**src/hw/rtl/prc_pkg.sv**
```systemverilog
package prc_pkg;

    localparam int CountBitsDefault = 16;
    localparam int AccW             = 50;   // camera coordinate, Q.30, signed
    localparam int QuotBits         = 33;   // quotient bits of the projection
    localparam int QuotCntW         = 6;
    localparam int FracBits         = 28;
    localparam int CfgIdxW          = 3;
    localparam int CfgDataW         = 48;
    localparam int TotalW           = 16;

    localparam logic [CfgIdxW-1:0] RegRot0  = 3'd0;
    localparam logic [CfgIdxW-1:0] RegRot1  = 3'd1;
    localparam logic [CfgIdxW-1:0] RegRot2  = 3'd2;
    localparam logic [CfgIdxW-1:0] RegTx    = 3'd3;
    localparam logic [CfgIdxW-1:0] RegTy    = 3'd4;
    localparam logic [CfgIdxW-1:0] RegTz    = 3'd5;
    localparam logic [CfgIdxW-1:0] RegLimit = 3'd6;

    typedef struct packed {
        logic       load;
        logic       mac;
        logic [1:0] row;
        logic [1:0] col;
        logic       setup;
        logic       div;
        logic       mag;
        logic       sq_first;
        logic       sq_second;
        logic       finish;
    } prc_cmd_t;

    typedef struct packed {
        logic zpos;
        logic out_free;
    } prc_status_t;

endpackage

```
**src/hw/rtl/prc_ctrl.sv**
```systemverilog
module prc_ctrl (
    input  logic                 clk,
    input  logic                 rst_n,
    input  logic                 in_valid,
    output logic                 in_stall,
    input  prc_pkg::prc_status_t status,
    output prc_pkg::prc_cmd_t    cmd
);
    import prc_pkg::*;

    typedef enum logic [2:0] {
        IDLE, MAC, SETUP, DIV, MAG, SQ0, SQ1, FIN
    } state_t;

    state_t                state_reg;
    logic [1:0]            row_reg;
    logic [1:0]            col_reg;
    logic [QuotCntW-1:0]   cnt_reg;

    always_ff @(posedge clk or negedge rst_n)
    begin
        if (!rst_n)
        begin
            state_reg <= IDLE;
            row_reg   <= 2'd0;
            col_reg   <= 2'd0;
            cnt_reg   <= '0;
        end
        else
        begin
            case (state_reg)
                IDLE:
                begin
                    row_reg <= 2'd0;
                    col_reg <= 2'd0;
                    if (in_valid)
                        state_reg <= MAC;
                end
                MAC:
                begin
                    if (col_reg == 2'd2)
                    begin
                        col_reg <= 2'd0;
                        row_reg <= row_reg + 2'd1;
                        if (row_reg == 2'd2)
                            state_reg <= SETUP;
                    end
                    else
                        col_reg <= col_reg + 2'd1;
                end
                SETUP:
                begin
                    cnt_reg   <= '0;
                    state_reg <= status.zpos ? DIV : FIN;
                end
                DIV:
                begin
                    cnt_reg <= cnt_reg + 1'b1;
                    if (cnt_reg == QuotCntW'(QuotBits - 1))
                        state_reg <= MAG;
                end
                MAG:     state_reg <= SQ0;
                SQ0:     state_reg <= SQ1;
                SQ1:     state_reg <= FIN;
                FIN:
                begin
                    if (status.out_free)
                        state_reg <= IDLE;
                end
                default: state_reg <= IDLE;
            endcase
        end
    end

    assign in_stall = (state_reg != IDLE);

    always_comb
    begin
        cmd           = '0;
        cmd.row       = row_reg;
        cmd.col       = col_reg;
        cmd.load      = (state_reg == IDLE) && in_valid;
        cmd.mac       = (state_reg == MAC);
        cmd.setup     = (state_reg == SETUP);
        cmd.div       = (state_reg == DIV);
        cmd.mag       = (state_reg == MAG);
        cmd.sq_first  = (state_reg == SQ0);
        cmd.sq_second = (state_reg == SQ1);
        cmd.finish    = (state_reg == FIN) && status.out_free;
    end

endmodule

```
**config.mk**
```make
export PLATFORM = sky130hd
export DESIGN_NAME = prc_ctrl
export DESIGN_NICKNAME = d
export VERILOG_FILES = /design/src/hw/rtl/prc_pkg.sv /design/src/hw/rtl/prc_ctrl.sv
export SDC_FILE = /design/constraint.sdc
export NUM_CORES = 1
export LEC_CHECK = 0
export BUFFER_PORTS_ARGS = -buffer_cell sky130_fd_sc_hd__buf_2
export CAP_MARGIN = 30
export CORE_UTILIZATION = 44
export CTS_BUF_LIST = sky130_fd_sc_hd__clkbuf_4 sky130_fd_sc_hd__clkbuf_8
export DETAILED_ROUTE_END_ITERATION = 10
export GPL_TIMING_DRIVEN = 0
export PLACE_DENSITY = 0.78
export SLEW_MARGIN = 20
export SYNTH_ARGS = -nofsm -noshare
export SYNTH_HDL_FRONTEND = slang
export SYNTH_SLANG_ARGS = --single-unit
```
**constraint.sdc**
```tcl
create_clock -name clk -period 1.6 [get_ports clk]
set_input_delay 0.48 -clock clk [delete_from_list [all_inputs] [get_ports clk]]
set_output_delay 0.48 -clock clk [all_outputs]
set_load 0.005 [all_outputs]
```
# ---- Word level (Yosys, flattened, before mapping)
# Index checks and enable logic that the tools add are counted.
dict set report totals {
  wordCells 42
  reg_bits 13
  inputBits 5
}
dict set report classes {
  muxes 12
  eq_ne 15
  reduce_logical 8
  n_addsub 3
}
# op n
set op_table {}
lappend op_table {{$pmux W3 S8} 1}
lappend op_table {{$mux W3} 6}
lappend op_table {{$eq A3 B3 Y1 const B} 4}
lappend op_table {{$pmux W6 S2} 1}
lappend op_table {{$pmux W2 S2} 2}
lappend op_table {{$add A6 B1 Y6 const B} 1}
lappend op_table {{$eq A3 B2 Y1 const B} 2}
lappend op_table {{$eq A6 B6 Y1 const B} 1}
lappend op_table {{$ne A2 B1 Y1 const B} 3}
lappend op_table {{$reduce_and A5 Y1} 1}
lappend op_table {{$add A2 B1 Y2 const B} 2}
lappend op_table {{$eq A2 B2 Y1 const B} 2}
lappend op_table {{$mux W2} 2}
lappend op_table {{$ne A2 B2 Y1 const B} 2}
lappend op_table {{$reduce_bool A2 Y1} 2}
lappend op_table {{$eq A3 B1 Y1 const B} 1}
lappend op_table {{$logic_not A3 Y1} 1}
lappend op_table {{$reduce_bool A3 Y1} 1}
lappend op_table {{$logic_and A1 B1 Y1} 2}
lappend op_table {{$reduce_and A2 Y1} 1}

# ---- Logic depth before layout (Yosys ltp)
# Gate-level depths: netlist of the first run.
dict set report logic_depth {
  ltp_word 4
  depth_mapped 5
}

# ---- Worst setup path after synthesis of the first run
# Ideal clock, no wire load.
dict set report synth_path {
  path_kind {register to output}
  start {register state_reg[2]}
  end {output cmd[11] (netlist name)}
  stages_incl_launch_ff 4
  t_arrival_ns 0.882
  slack_ns 0.238
  path_cell_list {dfrtp_1 > buf_2 > nor2_1 > and3_1}
}
# item line
set synth_rtl {}
lappend synth_rtl {{start: declaration} prc_ctrl.sv:15} ;# state_t state_reg;
lappend synth_rtl {{start signal: assignment} prc_ctrl.sv:54} ;# state_reg <= status.zpos ? DIV : FIN;
lappend synth_rtl {{end: declaration} prc_ctrl.sv:7} ;# output prc_pkg::prc_cmd_t cmd

==> impl_metrics.json, run 1 <==
{
  "yosysWarnings": 0,
  "utilization": 0.618,
  "top_level_ports": 18,
  "htree_levels": 1,
  "core_area_um2": 1710,
  "worstMarginPinSlew_ns": 0.302,
  "die_area_um2": 1990,
  "ys_types": 34,
  "r2r-start": "state_reg[1]",
  "async_flop_share": 1.00,
  "synth-compound-area-share": 0.148,
  "grt_pass1_vias": 683,
  "diodes": 0,
  "violations": "negative setup slack",
  "worstPathMaxFanout": 8,
  "grt-ovfl-total": 0,
  "wire_per_inst_um": 13.5,
  "powerDensity_nw_per_um2": 2050,
  "io_buffers": 17,
  "dp.cells": 127,
  "detailed_place_hpwl_um": 1240,
  "cts_hold_buffers": 0,
  "synth_edf_count": 0,
  "whs_ns": 0.0699,
  "drtIter0Drc": 21,
  "leakage_uw": 0.000526,
  "die_x_um": 44.6,
  "worst-r2r-cell-count": 4,
  "worst_slack_ns": -0.133,
  "drc": 0,
  "ys_ff_latch": 13,
  "ant_nets": 0,
  "avgSynthCellArea_um2": 9.38,
  "crit_path_end_kind": "output pin",
  "finalCritPeriodShare": 1.08,
  "yosys.area_share.simple": 0.257,
  "maxCapViolCount": 0,
  "num_vias": 756,
  "hp-class": "in -> async",
  "antenna_found_initial": 0,
  "num_rows": 15,
  "synth_top_family_by_area": "simple AND/OR/NAND/NOR gates",
  "largest_reg_flops": 6,
  "hold_violations": 0,
  "r2r-end": "row_reg[1]",
  "cts_num_sinks": 13,
  "area_delta_synth_final_pct": 32.3,
  "cts_tree": "done",
  "min_period_ns": 1.73,
  "worstPathRequired_ns": 1.12,
  "clockBufferDepth": 2,
  "fin_cells": 140,
  "numCtsBuffers": 3,
  "slew_headroom": 0.799,
  "drive_gt1_frac": 0.391,
  "grt_util_all_layers": 0.214,
  "nFillCells": 140,
  "setup.worst_path.start_class": "register",
  "synth_cells": 85,
  "yosys-mux-area-fraction": 0.0644,
  "wirelength_um": 1890,
  "worstSkewPairLatency_ns": 0.28,
  "slew_viol_final": 0,
  "synthesis.nets": 93,
  "dp_slack_ns": 0.0421,
  "nNetsFinal": 124,
  "synth_xor_area_frac": 0,
  "synth_ff_type": "dfrtp_1",
  "critPathKind": "reg -> out",
  "drtPass1Iterations": 4,
  "clk_pin_slew_ns": 0.09,
  "initial_core_util": 0.467,
  "syn-cell-area_um2": 797,
  "grt_pass1_wl_um": 3090,
  "status": "complete, but fails checks",
  "skew_ns": 0.00326,
  "ys_seq_area_frac": 0.408,
  "regToRegSetupSlack_ns": 0.13,
  "peakVddDrop_uv": 1170,
  "via_per_inst": 5.40,
  "place_congestion": 0.800,
  "finalSetupViolCount": 7,
  "fmax_mhz": 577,
  "grt_max_degree": 14,
  "cp.arrival_ns": 1.25,
  "rsz0062_at_grt": "true",
  "clockRootBuffer": "clkbuf_4",
  "synthAdderAreaFrac": 0.0471,
  "fp.dieH_um": 44.6
}
## cells in the mapped netlist (2+ instances only)
cell type | instances | area share
dfrtp_1 | 13 | 0.41
nand2_1 | 11 | 0.052
inv_1 | 7 | 0.033
nor3b_1 | 5 | 0.047
mux2i_1 | 4 | 0.050
nor2_1 | 4 | 0.019
buf_2 | 3 | 0.019
ha_1 | 3 | 0.047
o21ai_0 | 3 | 0.019
a22o_1 | 2 | 0.022
and3_1 | 2 | 0.016
nand2b_1 | 2 | 0.016
nand3_1 | 2 | 0.013
nor3_1 | 2 | 0.013
o22ai_1 | 2 | 0.016
o31ai_1 | 2 | 0.019
## power breakdown
group	switching [µW]	total (µW)	internal [µW]
Sequential	186	669	483
Clock	122	235	114
Combinational	596	1260	665
## cell type report
cell class	instances	area [µm²]	area share
repair buffers	27	160	0.152
inverters	7	26.3	0.0249
flip-flops and latches	13	327	0.310
multi-input cells	60	442	0.419
clock buffers	4	30.0	0.0285
well taps	25	31.3	0.0297
plain buffers	4	38.8	0.0368
## logic make-up (layout without fill, tap and decap cells)
group / Yosys count / count (layout)
flops: 13 / 13
mux: 5 / 5
fa+ha+maj: 3 / 3
simple gates: 36 / 36
compound gates: 16 / 16
buf+inv: 12 / 42
## cell usage in the layout, fill, tap and decap left out, types with 2 or more instances in the layout
cell type  count
buf_4         10
o31ai_1        2
nor2_4         2
buf_6          3
nor2_1         2
nand3_1        2
a22o_1         2
nand2_1       10
o22ai_1        2
and3_1         2
nor3b_1        4
buf_2         18
mux2i_1        4
inv_1          6
ha_1           3
dfrtp_1       12
nor3_1         2
o21ai_0        3
clkbuf_4       4
## layer usage
layer	wire (µm)	track usage	vias up
li1	-	-	365
met4	0	0.0788	0
met2	934	0.329	18
met5	0	0	-
met3	58	0.0245	0
met1	895	0.308	373
## critical path, stage by stage (launching register included)
cell and delay [ns]:
dfrtp_1 0.43, buf_6 0.16, nor2_4 0.12, and3_1 0.17
buf_2 0.10
## worst max-delay path by stage
stage,startpoint,endpoint,slack [ns],cells after the start
CTS,state_reg[2],cmd[11],-0.11,4
finish,state_reg[2],cmd[11],-0.13,4
global placement,state_reg[2],cmd[10],0.08,5
global route,state_reg[2],cmd[11],-0.18,4
floorplan,state_reg[2],cmd[11],0.24,3
detailed placement,state_reg[2],cmd[11],0.04,4
## timing repair
item,in CTS,in global routing
gates resized for setup,12,2
setup buffers,6,4
pin swaps,1,1
endpoints found under the setup margin,9,9
## through the flow
step | instance area [µm²] | power [µW] | TNS (ns)
floorplan | 797 | 1350 | 0
global placement | 913 | 1590 | 0
detailed placement | 913 | 1630 | 0
CTS | 1020 | 2040 | -0.424
global route | 1050 | 2340 | -0.932
finish | 1050 | 2170 | -0.500
Note: power is estimated with default switching activity, not from simulation.
==> run 2, diff against run 1 <==
CORE_MARGIN = 3   (was unset)
SLEW_MARGIN = 15   (was 20)
TNS_END_PERCENT = 50   (was unset)
==> run 2 against run 1 <==
  * The flow still finishes with violations (negative setup slack)
  * Die area increased by 19%
  * Critical path depth unchanged
  * Clock skew decreased by 0.0024 ns
  * Sequential share of layout area increased by 0.56 points
  * Sequential cell count unchanged
  * Global-route usage decreased by 3.1 points
  * Highest routed layer is now met4
  * Core utilization increased by 2.5 points
  * Critical path type unchanged
  * Non-clock buffer count decreased by 3
  * Maximum frequency increased by 1.7%
==> impl_metrics.json, run 2 (synthesized netlist as in run 1, its figures left out) <==
{
  "status": "complete, but fails checks",
  "violations": "negative setup slack",
  "cts_tree": "done",
  "maxCapViolCount": 0,
  "crit_path_end_kind": "output pin",
  "via_per_inst": 5.41,
  "leakage_uw": 0.000512,
  "initial_core_util": 0.495,
  "fmax_mhz": 587,
  "clockBufferDepth": 2,
  "finalSetupViolCount": 9,
  "nNetsFinal": 121,
  "wire_per_inst_um": 14.2,
  "worstPathRequired_ns": 1.12,
  "dp.cells": 126,
  "drive_gt1_frac": 0.393,
  "peakVddDrop_uv": 1150,
  "ant_nets": 0,
  "place_area_um2": 912,
  "cts_num_sinks": 13,
  "worstMarginPinSlew_ns": 0.308,
  "largest_reg_flops": 6,
  "finalCritPeriodShare": 1.07,
  "top_layer_used": "met4",
  "grt_pass1_wl_um": 3330,
  "area_delta_synth_final_pct": 30.0,
  "die_area_um2": 2360,
  "worstSkewPairLatency_ns": 0.28,
  "grt_util_all_layers": 0.183,
  "clockRootBuffer": "clkbuf_4",
  "final_cell_mix": "18 x buf_2, 12 x dfrtp_1, 10 x nand2_1",
  "min_period_ns": 1.70,
  "slew_viol_final": 0,
  "powerDensity_nw_per_um2": 2050,
  "postLayoutCellArea_um2": 1040,
  "diodes": 0,
  "crit_chain": "buf_6 -> nor2_4 -> and3_1 -> buf_2",
  "core_area_um2": 1610,
  "critPathSlowestCell": "dfrtp_1",
  "setup.worst_path.start_class": "register",
  "num_rows": 14,
  "cts_hold_buffers": 0,
  "mostFrequentLayoutCell": "buf_2",
  "worstPathMaxFanout": 10,
  "critPathKind": "reg -> out",
  "dr_wl_met2_um": 904,
  "drtIter0Drc": 20,
  "numCtsBuffers": 3,
  "antenna_found_initial": 0,
  "wirelength_um": 1930,
  "die_x_um": 48.6,
  "fin_cells": 136,
  "clk_pin_slew_ns": 0.08,
  "num_vias": 736,
  "place_congestion": 0.772,
  "hold_violations": 0,
  "wl_met3_um": 113,
  "io_buffers": 17,
  "drc": 0,
  "fp.dieH_um": 48.6,
  "hp-class": "in -> async",
  "critPathMaxStageDelay_ns": 0.41,
  "top_level_ports": 18,
  "detailed_place_hpwl_um": 1240,
  "grt_max_degree": 14,
  "grt-ovfl-total": 0,
  "grt_pass1_vias": 687,
  "worst_slack_ns": -0.104,
  "skew_ns": 0.000895,
  "rsz0062_at_grt": "true",
  "drtPass1Iterations": 4,
  "slew_headroom": 0.795,
  "htree_levels": 1,
  "wl_met1_um": 874,
  "dp_slack_ns": 0.0570,
  "cp.arrival_ns": 1.22
}
-- run 2: path summary, 6_finish.rpt --
check / start / end / slack (ns) / cells after the start
setup / recovery: state_reg[1] / cmd[11] / -0.10 / 4
hold / removal: rst_n / col_reg[1] / 0.08 / 1
setup reg to reg: state_reg[2] / cnt_reg[5] / 0.09 / 5
hold reg to reg: row_reg[0] / row_reg[0] / 0.53 / 1
max in group asynchronous: rst_n / state_reg[0] / 1.27 / 1
min in group clk: in_valid / state_reg[0] / 0.44 / 2
-- run 2: area by class of cell --
class | instances | area, µm²
inverters | 7 | 26.3
fillers | 132 | 576
clock buffers | 4 | 30.0
flip-flops and latches | 13 | 327
repair buffers | 24 | 138
multi-input cells | 60 | 447
well taps | 24 | 30.0
plain buffers | 4 | 38.8
-- run 2: routing by layer --
layer,GRT usage,vias to the layer above
met3,0.0368,4
met1,0.243,353
li1,-,357
met2,0.287,22
met4,0.0853,0
met5,0,-
-- run 2: critical path, delay by kind of cell, from the launching register on --
| kind | cells | cell delay [ns] |
|---|---|---|
| DFF | 1 | 0.41 |
| and+or+nand+nor | 2 | 0.27 |
| buffers and inverters | 2 | 0.26 |
-- run 2: report_power, final --
group          switching [µW]  internal [µW]
Combinational             605            628
Clock                     114            114
Sequential                181            483
-- run 2: timing repair --
| item | 4_1_cts | 5_1_grt |
|---|---|---|
| gates cloned | 0 | 0 |
| setup buffers | 5 | 2 |
| setup endpoints to repair | 9 | 9 |
| pin swaps | 2 | 1 |
| resized for setup | 12 | 4 |
-- run 2: stage by stage --
step | total power (µW) | TNS, ns | utilization | hold WS (ns)
final | 2120 | -0.525 | 0.643 | 0.0771
after global routing | 2300 | -1.01 | 0.643 | 0.0846
after floorplan | 1350 | 0 | - | 0.184
after detailed placement | 1630 | 0 | 0.566 | 0.384
after global placement | 1590 | 0 | 0.566 | 0.385
after CTS | 2040 | -0.473 | 0.627 | 0.0812
